===== src/hw/rtl/kdlr_pkg.sv =====
package kdlr_pkg;

  localparam int NUM_KEYS = 4;
  localparam int KEY_W = 2;
  localparam int KEY_SLOTS = 1 << KEY_W;

  localparam int FILTER_W = 7;
  localparam int COUNT_W = 8;
  localparam int HOLD_W = 16;
  localparam int RPT_W = 8;
  localparam int LONG_PACK_W = 64;
  localparam int RPT_PACK_W = 32;
  localparam int CFG_W = 64;
  localparam int CFG_IDX_W = 2;

  localparam logic [CFG_IDX_W-1:0] REG_FILTER = 2'd0;
  localparam logic [CFG_IDX_W-1:0] REG_LONG = 2'd1;
  localparam logic [CFG_IDX_W-1:0] REG_REPEAT = 2'd2;

  localparam logic [FILTER_W-1:0] FILTER_RESET = 7'd5;
  localparam logic [LONG_PACK_W-1:0] LONG_RESET = 64'd28147927174348900;
  localparam logic [RPT_PACK_W-1:0] REPEAT_RESET = 32'd0;

  typedef struct packed {
    logic [COUNT_W-1:0] filter_count;
    logic               stable_state;
    logic [HOLD_W-1:0]  hold_count;
    logic [RPT_W-1:0]   repeat_count;
  } key_state_t;

  typedef struct packed {
    logic debounced_pressed;
    logic press_event;
    logic release_event;
    logic long_event;
  } key_result_t;

endpackage


===== src/hw/rtl/kdlr_key_logic.sv =====
module kdlr_key_logic (
  input  logic [kdlr_pkg::FILTER_W-1:0]    filter_ticks,
  input  logic [kdlr_pkg::LONG_PACK_W-1:0] long_times_packed,
  input  logic [kdlr_pkg::RPT_PACK_W-1:0]  repeat_speeds_packed,
  input  logic [kdlr_pkg::KEY_W-1:0]       key,
  input  logic                             raw,
  input  kdlr_pkg::key_state_t             cur,
  output kdlr_pkg::key_state_t             nxt,
  output kdlr_pkg::key_result_t            res
);
  import kdlr_pkg::*;

  logic [COUNT_W-1:0] f_ext;
  logic [COUNT_W-1:0] f_dbl;
  logic [HOLD_W-1:0]  long_time;
  logic [RPT_W-1:0]   rpt_speed;
  logic [HOLD_W-1:0]  hold_inc;
  logic [RPT_W-1:0]   rpt_inc;

  assign f_ext = {1'b0, filter_ticks};
  assign f_dbl = {filter_ticks, 1'b0};
  assign long_time = long_times_packed[HOLD_W*key +: HOLD_W];
  assign rpt_speed = repeat_speeds_packed[RPT_W*key +: RPT_W];
  assign hold_inc = cur.hold_count + HOLD_W'(1);
  assign rpt_inc = cur.repeat_count + RPT_W'(1);

  always_comb begin
    nxt = cur;
    res = '0;
    if (raw) begin
      if (cur.filter_count < f_ext) begin
        nxt.filter_count = f_ext;
      end else if (cur.filter_count < f_dbl) begin
        nxt.filter_count = cur.filter_count + COUNT_W'(1);
      end else begin
        if (!cur.stable_state) begin
          nxt.stable_state = 1'b1;
          res.press_event = 1'b1;
        end
        if (long_time != '0) begin
          if (cur.hold_count < long_time) begin
            nxt.hold_count = hold_inc;
            res.long_event = (hold_inc == long_time);
          end else if (rpt_speed != '0) begin
            nxt.repeat_count = rpt_inc;
            if (rpt_inc >= rpt_speed) begin
              nxt.repeat_count = '0;
              res.press_event = 1'b1;
            end
          end
        end
      end
    end else begin
      if (cur.filter_count > f_ext) begin
        nxt.filter_count = f_ext;
      end else if (cur.filter_count != '0) begin
        nxt.filter_count = cur.filter_count - COUNT_W'(1);
      end else if (cur.stable_state) begin
        nxt.stable_state = 1'b0;
        res.release_event = 1'b1;
      end
      nxt.hold_count = '0;
      nxt.repeat_count = '0;
    end
    res.debounced_pressed = nxt.stable_state;
  end

endmodule


===== src/hw/rtl/key_debounce_long_repeat_unit.sv =====
// Channel   Direction  Handshake             Payload
// input     in         in_valid / in_stall   key_index, raw_pressed
// result    out        out_valid / out_stall key_number, debounced_pressed, press_event,
//                                            release_event, long_event
// config    in         cfg_write             cfg_index, cfg_data
//
// An accepted item waits in the input register while the per-key update works on
// it, and then moves into the result register, from which its result is taken.
// A new item is accepted every cycle unless the result register is stalled with
// the input register full; consecutive items for the same key are fine because
// the key state is written in the same edge that loads the result.
// Reset restores the register defaults and sets every filter counter to half
// the default filter time. A stalled result holds the pipeline; the input side
// keeps accepting until the input register is also full.
module key_debounce_long_repeat_unit (
  input  logic                            clk,
  input  logic                            rst,
  input  logic                            in_valid,
  output logic                            in_stall,
  input  logic [kdlr_pkg::KEY_W-1:0]      key_index,
  input  logic                            raw_pressed,
  output logic                            out_valid,
  input  logic                            out_stall,
  output logic [kdlr_pkg::KEY_W-1:0]      key_number,
  output logic                            debounced_pressed,
  output logic                            press_event,
  output logic                            release_event,
  output logic                            long_event,
  input  logic                            cfg_write,
  input  logic [kdlr_pkg::CFG_IDX_W-1:0]  cfg_index,
  input  logic [kdlr_pkg::CFG_W-1:0]      cfg_data
);
  import kdlr_pkg::*;

  // Configuration registers.
  logic [FILTER_W-1:0]    filter_ticks;
  logic [LONG_PACK_W-1:0] long_times_packed;
  logic [RPT_PACK_W-1:0]  repeat_speeds_packed;
  logic                   clear_repeat;

  // Per-key state, one entry per possible key index.
  key_state_t key_state [KEY_SLOTS];

  // Input register.
  logic             s1_valid;
  logic [KEY_W-1:0] s1_key;
  logic             s1_raw;

  // Result register.
  logic             res_valid;
  logic [KEY_W-1:0] res_key;
  key_result_t      res_data;

  logic        advance;
  logic        accept;
  logic        key_ok;
  key_state_t  cur_state;
  key_state_t  nxt_state;
  key_result_t step_res;

  assign advance = !res_valid || !out_stall;
  assign in_stall = s1_valid && !advance;
  assign accept = in_valid && !in_stall;

  // A key index beyond the configured key count leaves all state alone
  // and reports zero flags.
  assign key_ok = ({1'b0, s1_key} < (KEY_W+1)'(NUM_KEYS));
  assign cur_state = key_state[s1_key];

  kdlr_key_logic u_key_logic (
    .filter_ticks         (filter_ticks),
    .long_times_packed    (long_times_packed),
    .repeat_speeds_packed (repeat_speeds_packed),
    .key                  (s1_key),
    .raw                  (s1_raw),
    .cur                  (cur_state),
    .nxt                  (nxt_state),
    .res                  (step_res)
  );

  // Writing either per-key lane register restarts every auto-repeat period.
  assign clear_repeat = cfg_write && (cfg_index == REG_LONG || cfg_index == REG_REPEAT);

  always_ff @(posedge clk) begin
    if (rst) begin
      filter_ticks <= FILTER_RESET;
      long_times_packed <= LONG_RESET;
      repeat_speeds_packed <= REPEAT_RESET;
    end else if (cfg_write) begin
      case (cfg_index)
        REG_FILTER: filter_ticks <= cfg_data[FILTER_W-1:0];
        REG_LONG:   long_times_packed <= cfg_data[LONG_PACK_W-1:0];
        REG_REPEAT: repeat_speeds_packed <= cfg_data[RPT_PACK_W-1:0];
        default: ;
      endcase
    end
  end

  always_ff @(posedge clk) begin
    if (rst) begin
      for (int k = 0; k < KEY_SLOTS; k++) begin
        key_state[k].filter_count <= COUNT_W'(FILTER_RESET >> 1);
        key_state[k].stable_state <= 1'b0;
        key_state[k].hold_count <= '0;
        key_state[k].repeat_count <= '0;
      end
    end else begin
      for (int k = 0; k < KEY_SLOTS; k++) begin
        if (s1_valid && advance && key_ok && s1_key == KEY_W'(k)) begin
          key_state[k].filter_count <= nxt_state.filter_count;
          key_state[k].stable_state <= nxt_state.stable_state;
          key_state[k].hold_count <= nxt_state.hold_count;
          key_state[k].repeat_count <= clear_repeat ? '0 : nxt_state.repeat_count;
        end else if (clear_repeat) begin
          key_state[k].repeat_count <= '0;
        end
      end
    end
  end

  // Input register stage.
  always_ff @(posedge clk) begin
    if (rst) begin
      s1_valid <= 1'b0;
    end else if (accept) begin
      s1_valid <= 1'b1;
    end else if (advance) begin
      s1_valid <= 1'b0;
    end
  end

  always_ff @(posedge clk) begin
    if (accept) begin
      s1_key <= key_index;
      s1_raw <= raw_pressed;
    end
  end

  // Result register stage.
  always_ff @(posedge clk) begin
    if (rst) begin
      res_valid <= 1'b0;
    end else if (advance) begin
      res_valid <= s1_valid;
    end
  end

  always_ff @(posedge clk) begin
    if (advance && s1_valid) begin
      res_key <= s1_key;
      res_data <= key_ok ? step_res : '0;
    end
  end

  assign out_valid = res_valid;
  assign key_number = res_key;
  assign debounced_pressed = res_data.debounced_pressed;
  assign press_event = res_data.press_event;
  assign release_event = res_data.release_event;
  assign long_event = res_data.long_event;

`ifndef SYNTHESIS
  a_press_release_excl: assert property (@(posedge clk) disable iff (rst)
    out_valid |-> !(press_event && release_event))
    else $error("press and release flagged in the same item");

  a_long_needs_pressed: assert property (@(posedge clk) disable iff (rst)
    (out_valid && long_event) |-> debounced_pressed)
    else $error("long press flagged while key is released");

  a_release_state: assert property (@(posedge clk) disable iff (rst)
    (out_valid && release_event) |-> !debounced_pressed)
    else $error("release flagged while key is pressed");

  a_stall_only_full: assert property (@(posedge clk) disable iff (rst)
    in_stall |-> (s1_valid && res_valid && out_stall))
    else $error("input stalled with room in the pipeline");
`endif

endmodule

===== config.mk =====
export PLATFORM = sky130hd
export DESIGN_NAME = key_debounce_long_repeat_unit
export DESIGN_NICKNAME = d
export VERILOG_FILES = /design/src/hw/rtl/kdlr_pkg.sv /design/src/hw/rtl/kdlr_key_logic.sv /design/src/hw/rtl/key_debounce_long_repeat_unit.sv
export SDC_FILE = /design/constraint.sdc
export NUM_CORES = 1
export LEC_CHECK = 0
export BUFFER_PORTS_ARGS = -buffer_cell sky130_fd_sc_hd__buf_2
export CORE_UTILIZATION = 34
export CTS_CLUSTER_SIZE = 28
export DETAILED_ROUTE_END_ITERATION = 10
export PLACE_DENSITY_LB_ADDON = 0.08
export SLEW_MARGIN = 20
export SYNTH_ARGS = -nofsm -noshare
export SYNTH_HDL_FRONTEND = slang
export SYNTH_SLANG_ARGS = --single-unit

===== constraint.sdc =====
create_clock -name clk -period 5.8 [get_ports clk]
set_input_delay 1.16 -clock clk [delete_from_list [all_inputs] [get_ports clk]]
set_output_delay 1.16 -clock clk [all_outputs]
set_load 0.01 [all_outputs]

[Word level (Yosys, flattened, before mapping)]
Memory sizes are Yosys's and may differ from the RTL's. A register that Yosys moved wholly into a read port is not among the register bits.
Cells that the tools add are included.
Word-level totals
  register bits after elaboration: 114
  bits in latches: 0
  RAM bits: 132
  bits in read-only memories: 0
  output and inout port bits: 8
  word-level logic and storage cells: 150
  memories kept: 1
Memory list
  key_state: words 4, bits a word 33, read ports 1, clocked after Yosys merged registers in 1, write ports 4, line key_debounce_long_repeat_unit.sv:42  | key_state_t key_state [KEY_SLOTS];
Cells by class
  add/subtract/negate cells: 4
  multipliers: 0
  div/mod/pow operators: 0
  magnitude comparators: 5
  equal/unequal tests: 6
  shifts and indexed selects: 2
  muxes and demuxes: 71
  bitwise gates (word level): 23
  reduce and logical (&&, ||, !) cells: 26
Operators by type and width (count)
  8-bit two-way mux: 20
  16-bit two-way mux: 5
  64-bit by 7-bit indexed part select with 16-bit output: 1
  25-bit two-way mux: 2
  1-bit two-way mux: 41
  33-bit two-way mux: 1
  32-bit by 6-bit indexed part select with 8-bit output: 1
  24-bit two-way mux: 1
  1-bit OR: 20
  16-bit by 1-bit adder with 16-bit output, second input constant: 1
  8-bit by 1-bit adder with 8-bit output, second input constant: 2
  16-bit equality test: 1
  16-bit less-than comparator: 1
  16-bit nonzero test: 1
  8-bit nonzero test: 2
  8-bit >= comparator: 1
  8-bit by 7-bit > comparator with 1-bit output: 1
  1-bit logical AND: 8
  8-bit by 7-bit less-than comparator with 1-bit output: 1
  8-bit less-than comparator: 1
  8-bit by 1-bit subtractor with 8-bit output, second input constant: 1
  2-bit equality test, second input constant: 3
  2-bit AND reduction: 3
  3-bit OR reduction: 2
  other kinds (8): 16

[Longest topological paths before layout]
  depth in word-level cells: 12
  mapped depth: 15

[Modules after synthesis]
A second synthesis with hierarchy kept.
Second synthesis, totals
  cell total of the unflattened synthesis: 1225
  area total of the unflattened synthesis: 12939.9 um^2
By module, submodules not included
  key_debounce_long_repeat_unit: times used 1, cells an instance 807, area an instance 9721.8 um^2, seq. area each 6376.1 um^2
  kdlr_key_logic: times used 1, cells an instance 418, area an instance 3218.1 um^2, seq. area each 0.0 um^2

[Worst setup path before layout]
Ideal clock, no wire load.
  path type: register -> register
  from: register (tool-made name)
  to: memory key_state[3][3] (netlist bit) (data pin)
  arrival: 3.560 ns
  setup slack: 2.085 ns
  stages on the path, launching flop included: 13
  path buffers: 3
  cell sequence: dfxtp_1 > buf_6 > buf_12 > buf_6 > mux4_2 > ha_1 > ha_1 > a21o_1 > a21o_1 > a211oi_1 > o31a_1 > or4b_1 > a31oi_1
RTL lines (line)
  end: declaration: key_debounce_long_repeat_unit.sv:42

==> flow_results.org <==
** Drt
- Post-detailed-route count of antenna-violating nets :: 0
- Total number of vias :: between 9000 and 10000
- After detailed routing, the total wire length is ~37000 um.
- Dividing the detail-routed wire length by the instance count gives approximately 21 um.
- Drt first-iter violations :: 700
- Using the TritonRoute via totals, the vias-per-cell ratio works out to about 5.3.
- After detailed routing, the number of remaining DRC violations is 0.
- Length of the first detailed-routing pass in iterations :: 5

** Critical path
- The setup path with the least slack is of type reg2reg.
- Setup slack on the worst reg-to-reg path comes out at ~1300 ps.
- Slowest stage cell on the critical path :: mux4_2
- Measured in cells, the most critical reg-to-reg path has a length of 11.
- In this run the worst path has a maximum fanout of 18.
- Largest delay contributor family on the critical path :: simple AND/OR/NAND/NOR gates
- Worst EP required :: roughly 6000 ps
- Critical path's largest stage delay :: around 700 ps
- The endpoint identified for the worst register-to-register timing path is key_state[1][1].
- Cells along the critical path :: buf_4 -> mux4_2 -> ha_1 -> and3_1 -> a221oi_1 -> nor2b_1 -> or3_1 -> nand4_1 -> buf_4 -> mux2_2 -> nor2b_1
- Nature of the critical path startpoint :: flip-flop
- Count of buffer and inverter cells on the critical path :: 2
- Critical path capture point type :: flip-flop
- STA puts the critical path data arrival time at around 4800 ps.

** Synthesis
- The largest total area in the synthesized netlist belongs to edfxtp_1.
- nand2_1 is the most common cell in the netlist.
- Synthesized instance count :: between 1000 and 1500
- The Yosys step of the flow raised 0 warnings.
- Share of the synthesized area in the top cell type :: between 30% and 40%
- Of the synthesized area, sequential elements account for 50.0%.
- Synthesis produced a netlist with a net count of between 1000 and 1500.
- Largest cells by area after synthesis :: edfxtp_1, dfxtp_1, mux4_2
- Area of the mapped netlist :: 12700 sq um
- Post-synthesis async set-or-reset flop share :: 0%
- The commonest cells after synthesis are nand2_1, edfxtp_1, a21oi_1, dfxtp_1, nor2_1.
- Primary FF master, synth :: edfxtp_1
- Yosys mapped a number of flops with a built-in enable equal to roughly 140.
- In this run, synthesis produced a sequential element count of 248.
- Count of unique library cells instantiated by Yosys :: 70
- Mean post-synth cell area :: between 10 and 15 sq um

** Power and ir drop
- Leakage power figure :: ~5.3 nW
- Summed over all nets, the switching power comes to between 1 and 1.5 mW.
- In this run, flip-flops and latches consume about 45% of the power.
- In this run the power density over the cells is 309 nW/um^2.
- Summing internal, switching and leakage power gives 4.47 mW.
- Switching power share of the total :: ~27%
- Internal power :: roughly 3.2 mW
- The share of total power dissipated in combinational logic is ~17%.
- Worst voltage drop across the vdd grid :: roughly 210 uV
- Per report_power, the clock group accounts for 38.7% of the total.

** Timing
- The final-report max-slew violation count is 0.
- At the pin with the least slew margin, the transition time is 870 ps.
- Peak Freq :: 222 MHz
- Setup violations remaining at the end of the flow were counted as 0.
- Final total negative setup slack :: 0 ps
- Clock skew on the completed layout was measured at 22.9 ps.
- Count of final hold-check violations :: 0
- Slew HR :: between 40 and 50%
- Min Tclk post-route :: roughly 4500 ps
- Final hold analysis gives a worst-case slack of ~450 ps.
- The final critical path takes up ~78% of the cycle.
- Setup repair after global routing missed its margin :: no

** Floorplan
- In this run the standard cell core region covers approximately 37000 sq um.
- The die is between 150 and 200 um wide.
- # rows :: 70
- Io pins :: 82
- Die boundary height :: just under 200 um
- Initial cell density of the core :: around 35%
- Die area :: ~38000 sq um

** Global routing
- Global routing consumed, over all layers together, 19.6% of the routing resources.
- First-pass GRT wire length :: ~57000 um
- Grt ovf :: 0
- Pin count of the biggest net entering global routing :: 81
- The number of antenna violations at the first check in global routing was 3.
- Number of global-route vias before repair :: approximately 9500

** CTS
- CTS tree :: done
- In this run the number of H-tree levels came out at 1.
- Clock root cell :: clkbuf_16
- Hold repair after CTS inserted 0 buffers.
- Clock tree buffer depth :: 3
- Cts repair resizes :: 0
- The clock drives ~250 sinks.
- Clock-pin slew was measured on the worst setup and hold paths at about 60 ps.
- Inserted Clock Buffers :: 28
- Clock latency of the later-clocked register in the worst-skew pair :: about 560 ps
- Buffers added to address setup during post-CTS repair amount to 0.

** Run
- The tool flagged a number of max-cap violations equal to 0.

** Worst hold path
- The path class of the tightest hold or removal check is reg2reg.
- The worst hold path was traced through 2 stages.
- End of the worst hold path :: long_times_packed[23]
- Origin of the worst min-delay path :: long_times_packed[23]

** Status
- Status :: finished, final reports clean

** Place
- Post-placement cell area :: 13500 sq um
- Detailed placer's ending HPWL :: approximately 26000 um
- Input and output buffers added on the ports amount to 81.
- GP Congestion :: ~0.82

** Cells and area
- 0 antenna diodes ended up in the layout.
- Relative to the synthesized area, the layout overhead comes to 13.2%.
- The finished cells cover ~14000 sq um.
- In the final layout, the share of cells above drive strength 1 is about 17%.
- The final layout contains around 1400 nets.
metal layers:
metal | global-route usage (%) | vias to the layer above | share of wire [%]
met1 | 27.3 | 4621 | 47
li1 | - | 4508 | -
met2 | 32.4 | 186 | 47
met3 | 2.56 | 43 | 4.0
met4 | 4.58 | 6 | 1.7
met5 | 0 | - | 0.11
stage by stage:
step                util, %  std cells  setup WS (ps)
global placement       36.8       1703           1310
floorplan                 -       1204           2090
finish                 39.2       1755           1300
CTS                    39.2       1755           1210
global route           39.2       1755           1030
detailed placement     36.8       1703           1250
power groups by stage:
| stage | Clock [mW] | Combinational [mW] | Sequential (mW) |
|---|---|---|---|
| finish | 1.73 | 0.741 | 2.00 |
| global route | 1.84 | 0.824 | 2.01 |
| CTS | 1.77 | 0.749 | 2.00 |
| detailed placement | 0 | 0.746 | 2.04 |
| global placement | 0 | 0.742 | 2.03 |
| floorplan | 0 | 0.541 | 2.01 |
cell type report:
| cell class | instances | area (sq um) |
|---|---|---|
| inverters | 52 | 195 |
| fillers | 3736 | 22400 |
| repair buffers | 98 | 536 |
| multi-input cells | 837 | 5840 |
| well taps | 468 | 586 |
| flip-flops and latches | 248 | 6380 |
| clock buffers | 46 | 872 |
| clock inverters | 6 | 28.8 |
cells in the final DEF (no fill, tap or decap), types with 11 or more instances in the layout:
cell type / synthesis / layout
buf_4: 6 / 18
buf_2: 7 / 80
xnor2_1: 29 / 29
inv_1: 51 / 51
mux4_2: 55 / 55
ha_1: 45 / 45
a31oi_1: 15 / 15
nand3_1: 28 / 28
nand2_1: 239 / 237
a21oi_1: 131 / 131
and3_1: 11 / 11
nand3b_1: 15 / 15
nor3_1: 21 / 21
nand4_1: 12 / 12
edfxtp_1: 141 / 141
dfxtp_1: 107 / 105
a21o_1: 12 / 12
xor2_1: 11 / 11
clkbuf_16: 0 / 30
o21ai_0: 13 / 13
nor2_1: 73 / 73
cell families (layout without fill, tap and decap cells):
group           count (synthesis)  in the layout  synth area share [%]
simple gates                  468            468                  17.4
flops                         248            248                  50.0
compound gates                215            215                  10.1
buf+inv                       119            202                  4.29
mux                            69             69                  11.0
fa+ha+maj                      45             45                  4.42
xor+xnor                       40             40                  2.75
state kept, by name, indices dropped and copies added (netlist names), named ones only:
| name | cells |
|---|---|
| key_state | 132 |
| long_times_packed | 64 |
| repeat_speeds_packed | 32 |
| filter_ticks | 7 |
| key_number | 2 |
| s1_key | 2 |
| debounced_pressed | 1 |
| long_event | 1 |
| out_valid | 1 |
| press_event | 1 |
| release_event | 1 |
| s1_raw | 1 |
| s1_valid | 1 |
tightest hold or removal path, stage by stage, from the launching register on:
cell     delay, ps
dfxtp_1        300
nand2_1         50
a21oi_1         50
worst max path at each step:
stage / from / endpoint / slack (ps) / depth (start not counted)
2_1_floorplan: flip-flop / key_state[3][3] / 2090 / 12
3_3_place_gp: flip-flop / key_state[0][1] / 1310 / 11
3_5_place_dp: flip-flop / key_state[1][1] / 1250 / 11
4_1_cts: flip-flop / key_state[1][1] / 1210 / 11
5_1_grt: flip-flop / key_state[1][6] / 1030 / 11
6_report: flip-flop / key_state[1][1] / 1300 / 11
(Power assumes the default switching activity.)
